File: src/hw/rtl/shs_pkg.sv
// ----------------------------------------------------------------------------
// shs_pkg
// Shared constants and the pitch code to rate lookup for the sample header
// scanner.
// ----------------------------------------------------------------------------
package shs_pkg;

  localparam int unsigned NumRates = 12;

  localparam logic [31:0] LoopFlag      = 32'h4000_0000;
  localparam logic [31:0] NoFlags       = 32'h0000_0000;
  // bounds on the raw length word (length minus one)
  localparam logic [31:0] MinRawLength  = 32'd3;
  localparam logic [31:0] MaxRawLength  = 32'd3_999_999;

  localparam int unsigned ImageSizeW    = 26;
  localparam int unsigned RateW         = 16;
  localparam int unsigned LengthW       = 22;
  localparam int unsigned SkipW         = 20;
  localparam logic [ImageSizeW-1:0] ImageSizeRst = 26'h200_0000;

  localparam logic [31:0] PitchCodes [NumRates] = '{
    32'h0059_9800, 32'h007b_3000, 32'h00a4_4000, 32'h00d1_0c00,
    32'h00f6_6000, 32'h011b_b400, 32'h0148_8000, 32'h01a2_1800,
    32'h01ec_c000, 32'h0237_6800, 32'h0273_2400, 32'h0291_0000
  };

  localparam logic [RateW-1:0] RateTable [NumRates] = '{
    16'd5734,  16'd7884,  16'd10512, 16'd13379,
    16'd15768, 16'd18157, 16'd21024, 16'd26758,
    16'd31536, 16'd36314, 16'd40137, 16'd42048
  };

  typedef struct packed {
    logic             hit;
    logic [RateW-1:0] hz;
  } rate_lookup_t;

  // twelve parallel compares, at most one can match
  function automatic rate_lookup_t lookup_rate(input logic [31:0] code);
    rate_lookup_t res;
    res.hit = 1'b0;
    res.hz  = '0;
    for (int k = 0; k < NumRates; k++) begin
      if (PitchCodes[k] == code) begin
        res.hit = 1'b1;
        res.hz  = RateTable[k];
      end
    end
    return res;
  endfunction

endpackage

File: src/hw/rtl/sample_header_scanner.sv
// ----------------------------------------------------------------------------
// sample_header_scanner
// Streams an image one 32-bit word per beat, tests each word-aligned window
// of four words as a sample header and reports each match, then skips the
// sample body.
// ----------------------------------------------------------------------------
//
//  channel   direction  signals                         handshake
//  --------  ---------  ------------------------------  ---------------
//  in        input      rom_word_i                      in_valid_i/in_ready_o
//  out       output     header_offset_o, rate_hz_o,     out_valid_o/out_ready_i
//                       sample_length_o, loop_begin_o,
//                       is_looped_o
//  cfg       input      cfg_wdata_i (image size bytes)  cfg_we_i, no wait
//
//  One word per cycle while the input is not stalled. A word is checked against
//  the three held words in the cycle it is accepted and a hit is registered on
//  that edge, in the output register or, if that is full and not taken, the skid.
//  A two-entry output buffer (output register plus skid) keeps the input
//  open while one result waits; the input stalls only when both are full.
//  Reset clears the window, skip count, word address and output valids and
//  sets the image size to 32 MiB.
//
module sample_header_scanner #(
  parameter int unsigned ADDR_BITS = 25
) (
  input  logic                              clk_i,
  input  logic                              rst_ni,
  input  logic                              cfg_we_i,
  input  logic [shs_pkg::ImageSizeW-1:0]    cfg_wdata_i,
  input  logic                              in_valid_i,
  output logic                              in_ready_o,
  input  logic [31:0]                       rom_word_i,
  output logic                              out_valid_o,
  input  logic                              out_ready_i,
  output logic [ADDR_BITS-1:0]              header_offset_o,
  output logic [shs_pkg::RateW-1:0]         rate_hz_o,
  output logic [shs_pkg::LengthW-1:0]       sample_length_o,
  output logic [shs_pkg::LengthW-1:0]       loop_begin_o,
  output logic                              is_looped_o
);
  import shs_pkg::*;

  localparam int unsigned WordAddrW = ADDR_BITS - 2;
  localparam int unsigned SumW = ((ADDR_BITS > ImageSizeW) ? ADDR_BITS : ImageSizeW) + 1;

  typedef struct packed {
    logic [ADDR_BITS-1:0] offset;
    logic [RateW-1:0]     hz;
    logic [LengthW-1:0]   length;
    logic [LengthW-1:0]   loop_begin;
    logic                 looped;
  } result_t;

  logic [ImageSizeW-1:0] image_size_q;
  logic [31:0]           win_q [3];
  logic [1:0]            fill_q;
  logic [SkipW-1:0]      skip_q;
  logic [WordAddrW-1:0]  addr_q;

  logic    out_valid_q, skid_valid_q;
  result_t out_q, skid_q;

  logic                  in_fire, out_fire, push;
  logic                  looped, flags_ok, len_ok, loop_ok, size_ok, hit;
  rate_lookup_t          rate;
  logic [WordAddrW-1:0]  start_word;
  logic [ADDR_BITS-1:0]  start_byte;
  logic [LengthW-1:0]    length;
  logic [SumW-1:0]       end_byte;
  result_t               res;

  assign in_ready_o = !skid_valid_q;
  assign in_fire    = in_valid_i && in_ready_o;
  assign out_fire   = out_valid_q && out_ready_i;

  // header check on the three held words plus the arriving one
  always_comb begin
    looped     = (win_q[0] == LoopFlag);
    flags_ok   = looped || (win_q[0] == NoFlags);
    rate       = lookup_rate(win_q[1]);
    len_ok     = (rom_word_i >= MinRawLength) && (rom_word_i <= MaxRawLength);
    // loop start + 1 > length + 1, no wrap in 33 bits
    loop_ok    = !(looped && (win_q[2] > rom_word_i));
    length     = rom_word_i[LengthW-1:0] + LengthW'(1);
    start_word = addr_q - WordAddrW'(3);
    start_byte = {start_word, 2'b00};
    end_byte   = SumW'(start_byte) + SumW'(length) + SumW'(16);
    size_ok    = end_byte <= SumW'(image_size_q);
    hit        = (skip_q == '0) && (fill_q == 2'd3) && flags_ok && rate.hit
                 && len_ok && loop_ok && size_ok;

    res.offset     = start_byte;
    res.hz         = rate.hz;
    res.length     = length;
    res.loop_begin = looped ? (win_q[2][LengthW-1:0] + LengthW'(1)) : '0;
    res.looped     = looped;
  end

  assign push = in_fire && hit;

  always_ff @(posedge clk_i or negedge rst_ni) begin
    if (!rst_ni) begin
      image_size_q <= ImageSizeRst;
      fill_q       <= '0;
      skip_q       <= '0;
      addr_q       <= '0;
      win_q[0]     <= '0;
      win_q[1]     <= '0;
      win_q[2]     <= '0;
    end else begin
      if (cfg_we_i) begin
        image_size_q <= cfg_wdata_i;
      end
      if (in_fire) begin
        addr_q <= addr_q + WordAddrW'(1);
        if (skip_q != '0) begin
          skip_q <= skip_q - SkipW'(1);
        end else if (fill_q != 2'd3) begin
          win_q[fill_q] <= rom_word_i;
          fill_q        <= fill_q + 2'd1;
        end else if (hit) begin
          fill_q <= '0;
          // body rounded up to whole words
          skip_q <= rom_word_i[LengthW-1:2] + SkipW'(1);
        end else begin
          win_q[0] <= win_q[1];
          win_q[1] <= win_q[2];
          win_q[2] <= rom_word_i;
        end
      end
    end
  end

  // output register with one skid entry
  always_ff @(posedge clk_i or negedge rst_ni) begin
    if (!rst_ni) begin
      out_valid_q  <= 1'b0;
      skid_valid_q <= 1'b0;
    end else begin
      if (skid_valid_q) begin
        if (out_fire) begin
          skid_valid_q <= 1'b0;
        end
      end else if (push) begin
        if (out_valid_q && !out_ready_i) begin
          skid_valid_q <= 1'b1;
        end else begin
          out_valid_q <= 1'b1;
        end
      end else if (out_fire) begin
        out_valid_q <= 1'b0;
      end
    end
  end

  always_ff @(posedge clk_i) begin
    if (skid_valid_q) begin
      if (out_fire) begin
        out_q <= skid_q;
      end
    end else if (push) begin
      if (out_valid_q && !out_ready_i) begin
        skid_q <= res;
      end else begin
        out_q <= res;
      end
    end
  end

  assign out_valid_o     = out_valid_q;
  assign header_offset_o = out_q.offset;
  assign rate_hz_o       = out_q.hz;
  assign sample_length_o = out_q.length;
  assign loop_begin_o    = out_q.loop_begin;
  assign is_looped_o     = out_q.looped;

endmodule

File: config.mk
export PLATFORM = sky130hd
export DESIGN_NAME = sample_header_scanner
export DESIGN_NICKNAME = d
export VERILOG_FILES = /design/src/hw/rtl/shs_pkg.sv /design/src/hw/rtl/sample_header_scanner.sv
export SDC_FILE = /design/constraint.sdc
export NUM_CORES = 1
export LEC_CHECK = 0
export CAP_MARGIN = 30
export CORE_ASPECT_RATIO = 0.8
export CORE_UTILIZATION = 45
export CTS_BUF_LIST = sky130_fd_sc_hd__clkbuf_8
export DETAILED_ROUTE_END_ITERATION = 7
export DONT_BUFFER_PORTS = 1
export RECOVER_POWER = 50
export SYNTH_ARGS = -nofsm -noshare
export SYNTH_HDL_FRONTEND = slang
export SYNTH_SLANG_ARGS = --single-unit
File: constraint.sdc
create_clock -name clk_i -period 20.3 [get_ports clk_i]
set_input_delay 2.03 -clock clk_i [delete_from_list [all_inputs] [get_ports clk_i]]
set_output_delay 2.03 -clock clk_i [all_outputs]
set_load 0.02 [all_outputs]
==> reports/metrics.cfg, run 1 <==
[sta]
fin_crit_sh = 0.469
relSlewSlack = -1.00
finalCriticalPeriod_ns = 9.51
fmax_ghz = 0.105
setup_viol = 0
max_slew.worst_pin.slew_ns = 3.00
slew_viol_final = 159
hold_viol_final = 0
finalSetupTns_ns = 0
rsz0062_at_grt = false
finalClockSkew_ns = 0.0422

[synthesis]
yosysUniqueCellTypes = 87
mappedNetlistArea_sq_mm = 0.0189
yosysSeqAreaShare = 0.487
syn-instance-count = 1842
synthArstFlopShare = 0.504
synth_ff_type = dfrtp_1
ys_ff_latch = 335
ys_warn_count = 0
synth.avg_cell_area_sq_um = 10.3
synth_edf_count = 166

[setup_path]
cp_top_family = simple AND/OR/NAND/NOR gates
crit_end = skid_q[68]
rr_startpoint = addr_q[3]
startpoint = rom_word_i[3]
crit_arrival_ns = 9.81
r2r_slack_ns = 11.71
slowest_stage = nor3b_2
rr_worst_depth = 26
cpPeakStageDelay_ns = 0.72
crit_path_frequent_cell = nand3_1
endpoint_kind = flip-flop
path_class = input port to flip-flop
crit_buf_inv = 2
critical_path_required_ns = 20.60
r2r_end = skid_q[68]
worst_setup_path_start_kind = input port
crit_fanout = 69
cp.depth = 27

[layout]
multi_input_area_sq_mm = 0.00890
final_area_sq_mm = 0.0205
final_cell_mix = 187 x nand2_1, 167 x dfrtp_1, 166 x edfxtp_1
drive_above_1_share = 0.0893
syn_to_final_growth_pct = 8.42
layout.nets = 1986
layout_commonest_cell = nand2_1
n_antenna_cell = 0
fill_cells = 3756
seq_area_sq_mm = 0.00922

[clock_tree]
clk_path_buf_depth = 3
cts.reportedPaths.clkPinSlew_ns = 0.06
clk_latency_ns = 0.67
h-tree-depth = 2
cts.sinks = 335
cts_hold_buf = 0
clock-root-buffer = clkbuf_8
cts_resized = 0
numCtsBuffers = 56
tritoncts = done
post-cts-setup-buffers = 0

[floorplan]
design.die.area_sq_mm = 0.0428
initial_core_util = 0.461
io-pin-count = 151
rows = 66
die_h_microns = 185
core_area_sq_mm = 0.0410
fp.dieW_microns = 231

[hold_path]
min_from = addr_q[22]
hold_class = flip-flop to flip-flop

[run]
max-cap-violations = 3

[power]
combPwrFrac = 0.250
cellLeakagePower_nw = 8.64
sw_frac_of_total = 0.316
power_mw = 1.88
seqPwrFrac = 0.415
power_density_mw_per_mm2 = 91.8
internal_power_mw = 1.29
p_sw_mw = 0.594
pwr-share-clk = 0.335
ir_drop_mv = 0.0657

[drt]
drt_wl_total_microns = 53800
vias_per_cell = 6.05
dr.pass1.iters = 7
wl_per_cell_microns = 22.4
vias = 14500
postRouteAntennaNets = 0
drt_iter0_drc = 1447
drc = 0

[place]
place.gp.congestion = 0.903
io_buffers = 0
hpwl_microns = 38300
placed_cell_area_sq_mm = 0.0193

[global_route]
grt_overflow = 0
grt_pass1_vias = 13700
grt_max_degree = 170
grt_pass1_wl_microns = 83200
grtUsageTotal = 0.255
antenna_found_initial = 1

[run_status]
violations = capacitance limit, slew limit
status = complete, but fails checks

## flip-flops by register name, summed over array words and instances, names as in the netlist, 2 cells and up
| name | count |
|---|---|
| sample_length_o | 22 |
| loop_begin_o | 22 |
| rate_hz_o | 15 |
| skip_q | 20 |
| addr_q | 23 |
| fill_q | 2 |
| image_size_q | 26 |
| skid_q | 83 |
| win_q | 96 |
| header_offset_o | 23 |
## cell families (layout without fill, tap and decap cells)
logic type / count (synthesis) / in the layout / synth area share
simple gates: 584 / 584 / 0.159
flops: 335 / 335 / 0.487
xor+xnor: 120 / 120 / 0.0560
fa+ha+maj: 110 / 110 / 0.0732
buf+inv: 201 / 216 / 0.0418
other cells: 1 / 2 / 0.000198
compound gates: 426 / 426 / 0.143
mux: 65 / 65 / 0.0389
## worst min path at each step
stage | endpoint | slack (ns) | cells after the start
floorplan | win_q[95] | 0.47 | 2
global placement | win_q[84] | 0.49 | 2
detailed placement | win_q[23] | 0.50 | 2
CTS | win_q[23] | 0.51 | 2
global route | addr_q[22] | 0.53 | 1
finish | addr_q[22] | 0.50 | 1
## per-layer routing
layer,GRT usage,vias up,routed length [microns]
li1,-,6737,-
met1,0.387,7191,25800
met2,0.357,526,22200
met3,0.0623,70,4760
met4,0.0721,0,997
met5,0,-,0
## synthesized netlist by cell type (3+ instances only)
library cell,n,share of area
nand2_1,187,0.037
dfrtp_1,168,0.22
edfxtp_1,166,0.26
o21ai_0,135,0.036
ha_1,109,0.072
a21oi_1,96,0.025
inv_1,93,0.018
xnor2_1,91,0.042
clkbuf_1,84,0.017
nand3_1,74,0.020
nor2_1,73,0.014
mux2_2,61,0.036
o31ai_1,57,0.023
and3_1,51,0.017
nor3_1,47,0.012
nand4_1,42,0.014
a2bb2oi_1,31,0.014
o22ai_1,30,0.0099
xor2_1,28,0.013
nor4_1,25,0.0083
a21o_1,12,0.0048
buf_2,11,0.0029
nor2b_1,10,0.0033
or3_1,10,0.0033
and2_1,8,0.0026
nor3b_1,8,0.0032
a31oi_1,6,0.0020
buf_1,6,0.0012
nand2b_1,6,0.0020
o21a_1,6,0.0024
or4_1,6,0.0024
a2111oi_0,5,0.0023
a211oi_1,5,0.0020
nor4b_1,5,0.0023
o211ai_1,5,0.0020
a41oi_1,4,0.0019
and4_1,4,0.0019
buf_4,4,0.0016
mux2_1,3,0.0018
nand3b_1,3,0.0012
nor4_2,3,0.0020
## area by class of cell
cell class,instances,area share
flip-flops and latches,335,0.450
multi-input cells,1307,0.434
clock buffers,61,0.0410
well taps,544,0.0332
inverters,95,0.0174
clock inverters,42,0.0154
repair buffers,18,0.00916
## through the flow
step / worst slack (ns) / std cells / hold slack [ns] / utilization
floorplan: 6.57 / 1843 / 0.473 / -
finish: 10.79 / 2402 / 0.498 / 0.499
global placement: 10.03 / 2294 / 0.493 / 0.470
global route: 10.30 / 2402 / 0.529 / 0.499
detailed placement: 10.02 / 2296 / 0.500 / 0.471
CTS: 10.72 / 2399 / 0.514 / 0.499
## power by group through the flow
stage	combinational [mW]	clock, mW	sequential [mW]
after CTS	0.469	0.645	0.779
after floorplan	0.365	0	0.779
after global placement	0.448	0	0.791
after global routing	0.526	0.675	0.784
after detailed placement	0.464	0	0.792
final	0.469	0.631	0.780
Note: power is estimated with default switching activity, not from simulation.
==> run 2: changes to the inputs <==
- ABC_AREA: unset -> 1
- clock period: 20.3 -> 9.9 ns (I/O delays scaled with it)
==> reports/metrics.cfg, run 2 <==
[drt]
dr.pass1.iters = 5  ; was 7
vias = 16800  ; was 14500
drc = 0  ; unchanged
vias_per_cell = 5.35  ; was 6.05
drt_iter0_drc = 1442  ; was 1447
postRouteAntennaNets = 0  ; unchanged
wl_per_cell_microns = 18.7  ; was 22.4 microns
drt_wl_total_microns = 58500  ; was 53800 microns

[place]
hpwl_microns = 42400  ; was 38300 microns
placed_cell_area_sq_mm = 0.0206  ; was 0.0193 sq mm
dp.cells = 3026  ; was 2296
io_buffers = 0  ; unchanged
place.gp.congestion = 0.911  ; was 0.903

[setup_path]
path_class = flip-flop to flip-flop  ; was input port to flip-flop
rr_startpoint = addr_q[2]  ; was addr_q[3]
rr_worst_depth = 29  ; was 26
r2r_slack_ns = 2.70  ; was 11.71 ns
endpoint_kind = flip-flop  ; unchanged
r2r_end = win_q[8]  ; was skid_q[68]
cpPeakStageDelay_ns = 0.72  ; about the same
slowest_stage = nand3_4  ; was nor3b_2
crit_arrival_ns = 7.73  ; was 9.81 ns
worst_setup_path_start_kind = flip-flop  ; was input port
crit_path_frequent_cell = nand2_1  ; was nand3_1
critical_path_required_ns = 10.43  ; was 20.60 ns
crit_fanout = 68  ; was 69

[synthesis]
synth_top_cell_by_area = edfxtp_1  ; unchanged
synth.avg_cell_area_sq_um = 8.00  ; was 10.3 sq um
synthArstFlopShare = 0.504  ; unchanged
yosysUniqueCellTypes = 51  ; was 87
yosysMostFrequentCell = nand2_1  ; unchanged
syn-instance-count = 2521  ; was 1842
synth_area_leaders = edfxtp_1 25%, dfrtp_1 21%, nand2_1 13%  ; was edfxtp_1 26%, dfrtp_1 22%, ha_1 7.2%
synth_ff_type = dfrtp_1  ; unchanged
ys_ff_latch = 335  ; unchanged
yosysSeqAreaShare = 0.457  ; was 0.487
synth_edf_count = 166  ; unchanged
synth_top_area_share = 0.247  ; was 0.264
synth_common_cells = 674 x nand2_1, 330 x inv_1, 215 x nor2_1  ; was 187 x nand2_1, 168 x dfrtp_1, 166 x edfxtp_1
mappedNetlistArea_sq_mm = 0.0202  ; was 0.0189 sq mm
ys_warn_count = 0  ; unchanged

[layout]
syn_to_final_growth_pct = 8.04  ; was 8.42%
layout_commonest_cell = nand2_1  ; unchanged
final_cells = 3135  ; was 2402
final_util = 0.499  ; about the same
final_cell_mix = 675 x nand2_1, 341 x inv_1, 215 x nor2_1  ; was 187 x nand2_1, 167 x dfrtp_1, 166 x edfxtp_1
largest-register = win_q  ; unchanged
drive_above_1_share = 0.0493  ; was 0.0893
largest_reg_flops = 96  ; unchanged
reg_top3 = win_q (96), skid_q (83), image_size_q (26)  ; unchanged
final_area_sq_mm = 0.0218  ; was 0.0205 sq mm
layout.nets = 2666  ; was 1986

[sta]
finalCriticalPeriod_ns = 7.20
slew_viol_final = 188  ; was 159
hold_viol_final = 0  ; unchanged
finalSetupTns_ns = 0  ; unchanged
max_slew.worst_pin.slew_ns = 3.48  ; was 3.00 ns
rsz0062_at_grt = false  ; unchanged
fmax_ghz = 0.139
finalClockSkew_ns = 0.0532  ; was 0.0422 ns
relSlewSlack = -1.32  ; was -1.00
setup_viol = 0  ; unchanged
fin_crit_sh = 0.727

[run_status]
violations = capacitance limit, slew limit  ; unchanged
status = complete, but fails checks  ; unchanged

[clock_tree]
tritoncts = done  ; unchanged
clk_latency_ns = 0.67  ; about the same
numCtsBuffers = 57  ; was 56
cts.reportedPaths.clkPinSlew_ns = 0.07  ; was 0.06 ns
clk_path_buf_depth = 3  ; unchanged
cts.sinks = 335  ; unchanged
h-tree-depth = 2  ; unchanged
cts_resized = 0  ; unchanged
clock-root-buffer = clkbuf_8  ; unchanged

[floorplan]
fp.dieW_microns = 239  ; was 231 microns
design.die.area_sq_mm = 0.0457  ; was 0.0428 sq mm
rows = 68  ; was 66
io-pin-count = 151  ; unchanged
initial_core_util = 0.462  ; was 0.461
core_area_sq_mm = 0.0436  ; was 0.0410 sq mm
die_h_microns = 191  ; was 185 microns

[global_route]
grt_overflow = 0  ; unchanged
grt_pass1_vias = 15700  ; was 13700
grt_pass1_wl_microns = 91000  ; was 83200 microns
grtUsageTotal = 0.259  ; was 0.255
antenna_found_initial = 0  ; was 1
grt_max_degree = 134  ; was 170

[power]
ir_drop_mv = 0.260  ; was 0.0657 mV
power_density_mw_per_mm2 = 245  ; was 91.8 mW/mm^2
cellLeakagePower_nw = 10.3  ; was 8.64 nW

[hold_path]
hold_class = input port to async pin  ; was flip-flop to flip-flop

[run]
max-cap-violations = 3  ; unchanged

run 2: cell count changes in the layout (fill, tap and decap cells not counted), moves of 43 or more:
cell     change
xnor2_1     -79
xor2_1      +54
nand4_1     +58
nand2_1    +488
and3_1      -50
inv_1      +232
mux2_2      -43
nor2_1     +142
o31ai_1     -57
nor3_1      +69
run 2: area by class of cell:
class	instances	area [sq um]
Fill cell	4255	21900
Clock buffer	64	881
Sequential cell	335	9220
Multi-Input combinational cell	1742	9210
Tap cell	595	744
Inverter	341	1280
Clock inverter	40	285
Timing Repair Buffer	16	160
Antenna cell	2	5.00
run 2: through the flow:
step                      hold slack (ns)  worst slack, ns  total power, mW
after floorplan                     0.442            0.566             3.40
after global placement              0.459             2.43             3.92
after detailed placement            0.465             2.35             4.00
after CTS                         0.00456             2.86             5.31
after global routing               0.0173             2.16             5.76
final                              0.0562             2.70             5.34
run 2: critical path: cells and delay by family (launching register included):
family          cells  cell delay [ns]
fa+ha+maj           3             1.01
buf+inv             3             0.77
simple gates       18             3.32
flops               1             0.48
compound gates      4             0.94
xor+xnor            1             0.48
run 2: cell families after synthesis:
kind of cell | share of synthesized area
XOR/XNOR | 0.0413
flip-flops | 0.457
buffers and inverters | 0.0875
AND/OR/NAND/NOR | 0.264
multiplexers | 0.00714
other | 0.000186
adder cells (fa/ha/maj) | 0.0686
AO/OA/AOI/OAI | 0.0740
run 2: layer usage:
layer / wire (microns) / vias up / GRT usage
met5: 0 / - / 0
met4: 962 / 0 / 0.0609
met3: 4900 / 71 / 0.0544
met2: 23600 / 598 / 0.363
met1: 29000 / 7880 / 0.400
li1: - / 8221 / -
run 2: where the power goes:
| part | leakage [nW] | total, mW | internal, mW | switching, mW |
|---|---|---|---|---|
| clock | 0.626 | 1.29 | 0.677 | 0.613 |
| combinational | 6.11 | 2.09 | 0.716 | 1.38 |
| sequential | 3.54 | 1.96 | 1.70 | 0.263 |
run 2: repair_timing:
action,4_1_cts,5_1_grt
hold buffers,2,0
hold endpoints to repair,28,0
buffers inserted,0,0
run 2: worst max path at each step:
stage	startpoint	end	slack [ns]	cells past startpoint
floorplan	rom_word_i[5]	header_offset_o[10]	0.57	31
global placement	rom_word_i[2]	skip_q[14]	2.43	32
detailed placement	rom_word_i[2]	win_q[14]	2.35	31
CTS	addr_q[2]	win_q[14]	2.86	29
global route	addr_q[0]	win_q[20]	2.16	30
finish	addr_q[2]	win_q[8]	2.70	29
==> run 3: changes to the inputs <==
- clock period: 9.9 -> 7.25 ns (I/O delays scaled with it)
==> reports/metrics.cfg, run 3 (synthesized netlist as in run 2, its figures left out) <==
[run]
max-cap-violations = 4  ; was 3

[layout]
syn_to_final_growth_pct = 7.96  ; was 8.04%
layout.nets = 2673  ; was 2666
n_antenna_cell = 0  ; was 2
largest_reg_flops = 96  ; unchanged
final_cell_mix = 675 x nand2_1, 354 x inv_1, 215 x nor2_1  ; was 675 x nand2_1, 341 x inv_1, 215 x nor2_1
layout_commonest_cell = nand2_1  ; unchanged
drive_above_1_share = 0.0507  ; was 0.0493
reg_top3 = win_q (96), skid_q (83), image_size_q (26)  ; unchanged
final_util = 0.499  ; about the same
largest-register = win_q  ; unchanged

[place]
hpwl_microns = 43500  ; was 42400 microns
place.gp.congestion = 0.907  ; was 0.911
io_buffers = 0  ; unchanged

[clock_tree]
h-tree-depth = 2  ; unchanged
clock-root-buffer = clkbuf_8  ; unchanged
numCtsBuffers = 56  ; was 57
cts_resized = 0  ; unchanged
cts.reportedPaths.clkPinSlew_ns = 0.06  ; was 0.07 ns
clk_latency_ns = 0.67  ; about the same
cts_hold_buf = 1  ; was 2
cts.sinks = 335  ; unchanged
post-cts-setup-buffers = 0  ; unchanged
tritoncts = done  ; unchanged
clk_path_buf_depth = 3  ; unchanged

[sta]
finalCriticalPeriod_ns = 6.30  ; was 7.20 ns
fin_crit_sh = 0.869  ; was 0.727
finalClockSkew_ns = 0.0294  ; was 0.0532 ns
setup_viol = 0  ; unchanged
fmax_ghz = 0.159  ; was 0.139 GHz
max_slew.worst_pin.slew_ns = 4.55  ; was 3.48 ns
hold_slack_ns = 0.159  ; was 0.0562 ns
finalSetupTns_ns = 0  ; unchanged
rsz0062_at_grt = false  ; unchanged
slew_viol_final = 331  ; was 188
relSlewSlack = -2.03  ; was -1.32
hold_viol_final = 0  ; unchanged

[power]
power_density_mw_per_mm2 = 331  ; was 245 mW/mm^2
ir_drop_mv = 0.328  ; was 0.260 mV
cellLeakagePower_nw = 10.3  ; about the same

[setup_path]
cp.depth = 30  ; was 29
rr_worst_depth = 30  ; was 29
endpoint_kind = flip-flop  ; unchanged
path_class = flip-flop to flip-flop  ; unchanged
slowest_stage = xor2_1  ; was nand3_4
crit_fanout = 64  ; was 68
cp_top_family = simple AND/OR/NAND/NOR gates  ; unchanged
crit_arrival_ns = 6.61  ; was 7.73 ns
critical_path_required_ns = 7.56  ; was 10.43 ns
crit_buf_inv = 3  ; unchanged
crit_path_frequent_cell = nand2_1  ; unchanged
worst_setup_path_start_kind = flip-flop  ; unchanged
cpPeakStageDelay_ns = 0.48  ; was 0.72 ns

[global_route]
antenna_found_initial = 0  ; unchanged
grtUsageTotal = 0.261  ; was 0.259
grt_max_degree = 170  ; was 134
grt_pass1_vias = 15600  ; was 15700
grt_overflow = 0  ; unchanged
grt_pass1_wl_microns = 91200  ; was 91000 microns

[floorplan]
fp.dieW_microns = 239  ; unchanged
core_area_sq_mm = 0.0436  ; unchanged
design.die.area_sq_mm = 0.0457  ; unchanged
io-pin-count = 151  ; unchanged
rows = 68  ; unchanged
die_h_microns = 191  ; unchanged
initial_core_util = 0.462  ; unchanged

[drt]
vias = 16600  ; was 16800
drt_iter0_drc = 1605  ; was 1442
drc = 0  ; unchanged
vias_per_cell = 5.30  ; was 5.35
drt_wl_total_microns = 58500  ; about the same
postRouteAntennaNets = 0  ; unchanged
wl_per_cell_microns = 18.7  ; about the same
dr.pass1.iters = 6  ; was 5

[hold_path]
min_delay_path_depth = 1
hold_class = input port to flip-flop  ; was input port to async pin

[run_status]
status = complete, but fails checks  ; unchanged
violations = capacitance limit, slew limit  ; unchanged

## run 3: worst paths after layout
| kind | from | end | slack [ns] |
|---|---|---|---|
| max | addr_q[0] | header_offset_o[15] | 0.95 |
| min | cfg_we_i | image_size_q[25] | 0.16 |
| max reg2reg | addr_q[0] | header_offset_o[15] | 0.95 |
| min reg2reg | skip_q[0] | skip_q[0] | 0.47 |
| max in group asynchronous | rst_ni | addr_q[20] | 2.90 |
| min in group asynchronous | rst_ni | image_size_q[2] | 1.54 |
## run 3: worst reg2reg max path: cells and delay by family (launching register included)
| family | cells | cell delay (ns) |
|---|---|---|
| AO/OA/AOI/OAI | 1 | 0.15 |
| XOR/XNOR | 1 | 0.48 |
| adder cells (fa/ha/maj) | 3 | 0.98 |
| buffers and inverters | 3 | 0.51 |
| flip-flops | 1 | 0.40 |
| AND/OR/NAND/NOR | 22 | 3.39 |
## run 3: through the flow
step | area (sq um) | worst slack (ns) | power [mW] | cells
2_1_floorplan | 20200 | 0.0842 | 4.65 | 2522
5_1_grt | 21800 | 0.417 | 7.78 | 3137
3_3_place_gp | 20600 | 0.609 | 5.41 | 3032
6_report | 21800 | 0.946 | 7.20 | 3137
4_1_cts | 21800 | 1.03 | 7.22 | 3137
3_5_place_dp | 20700 | 0.545 | 5.54 | 3036
## run 3: power by group
group	total, mW	switching, mW	internal [mW]
logic	2.92	1.93	0.993
clock network	1.62	0.800	0.819
registers	2.66	0.341	2.32
total	7.20	3.07	4.13
## run 3: area by class of cell
cell class	instances	area (sq um)
clock inverters	38	195
well taps	595	744
clock buffers	62	853
inverters	341	1280
repair buffers	24	260
multi-input cells	1742	9220
flip-flops and latches	335	9220
fillers	4249	21900
## run 3: layer usage
layer	GRT usage	vias to the layer above	wire length, microns
li1	-	8224	-
met1	0.405	7840	29300
met4	0.0552	0	867
met5	0	-	0
met2	0.363	511	23500
met3	0.0604	66	4780
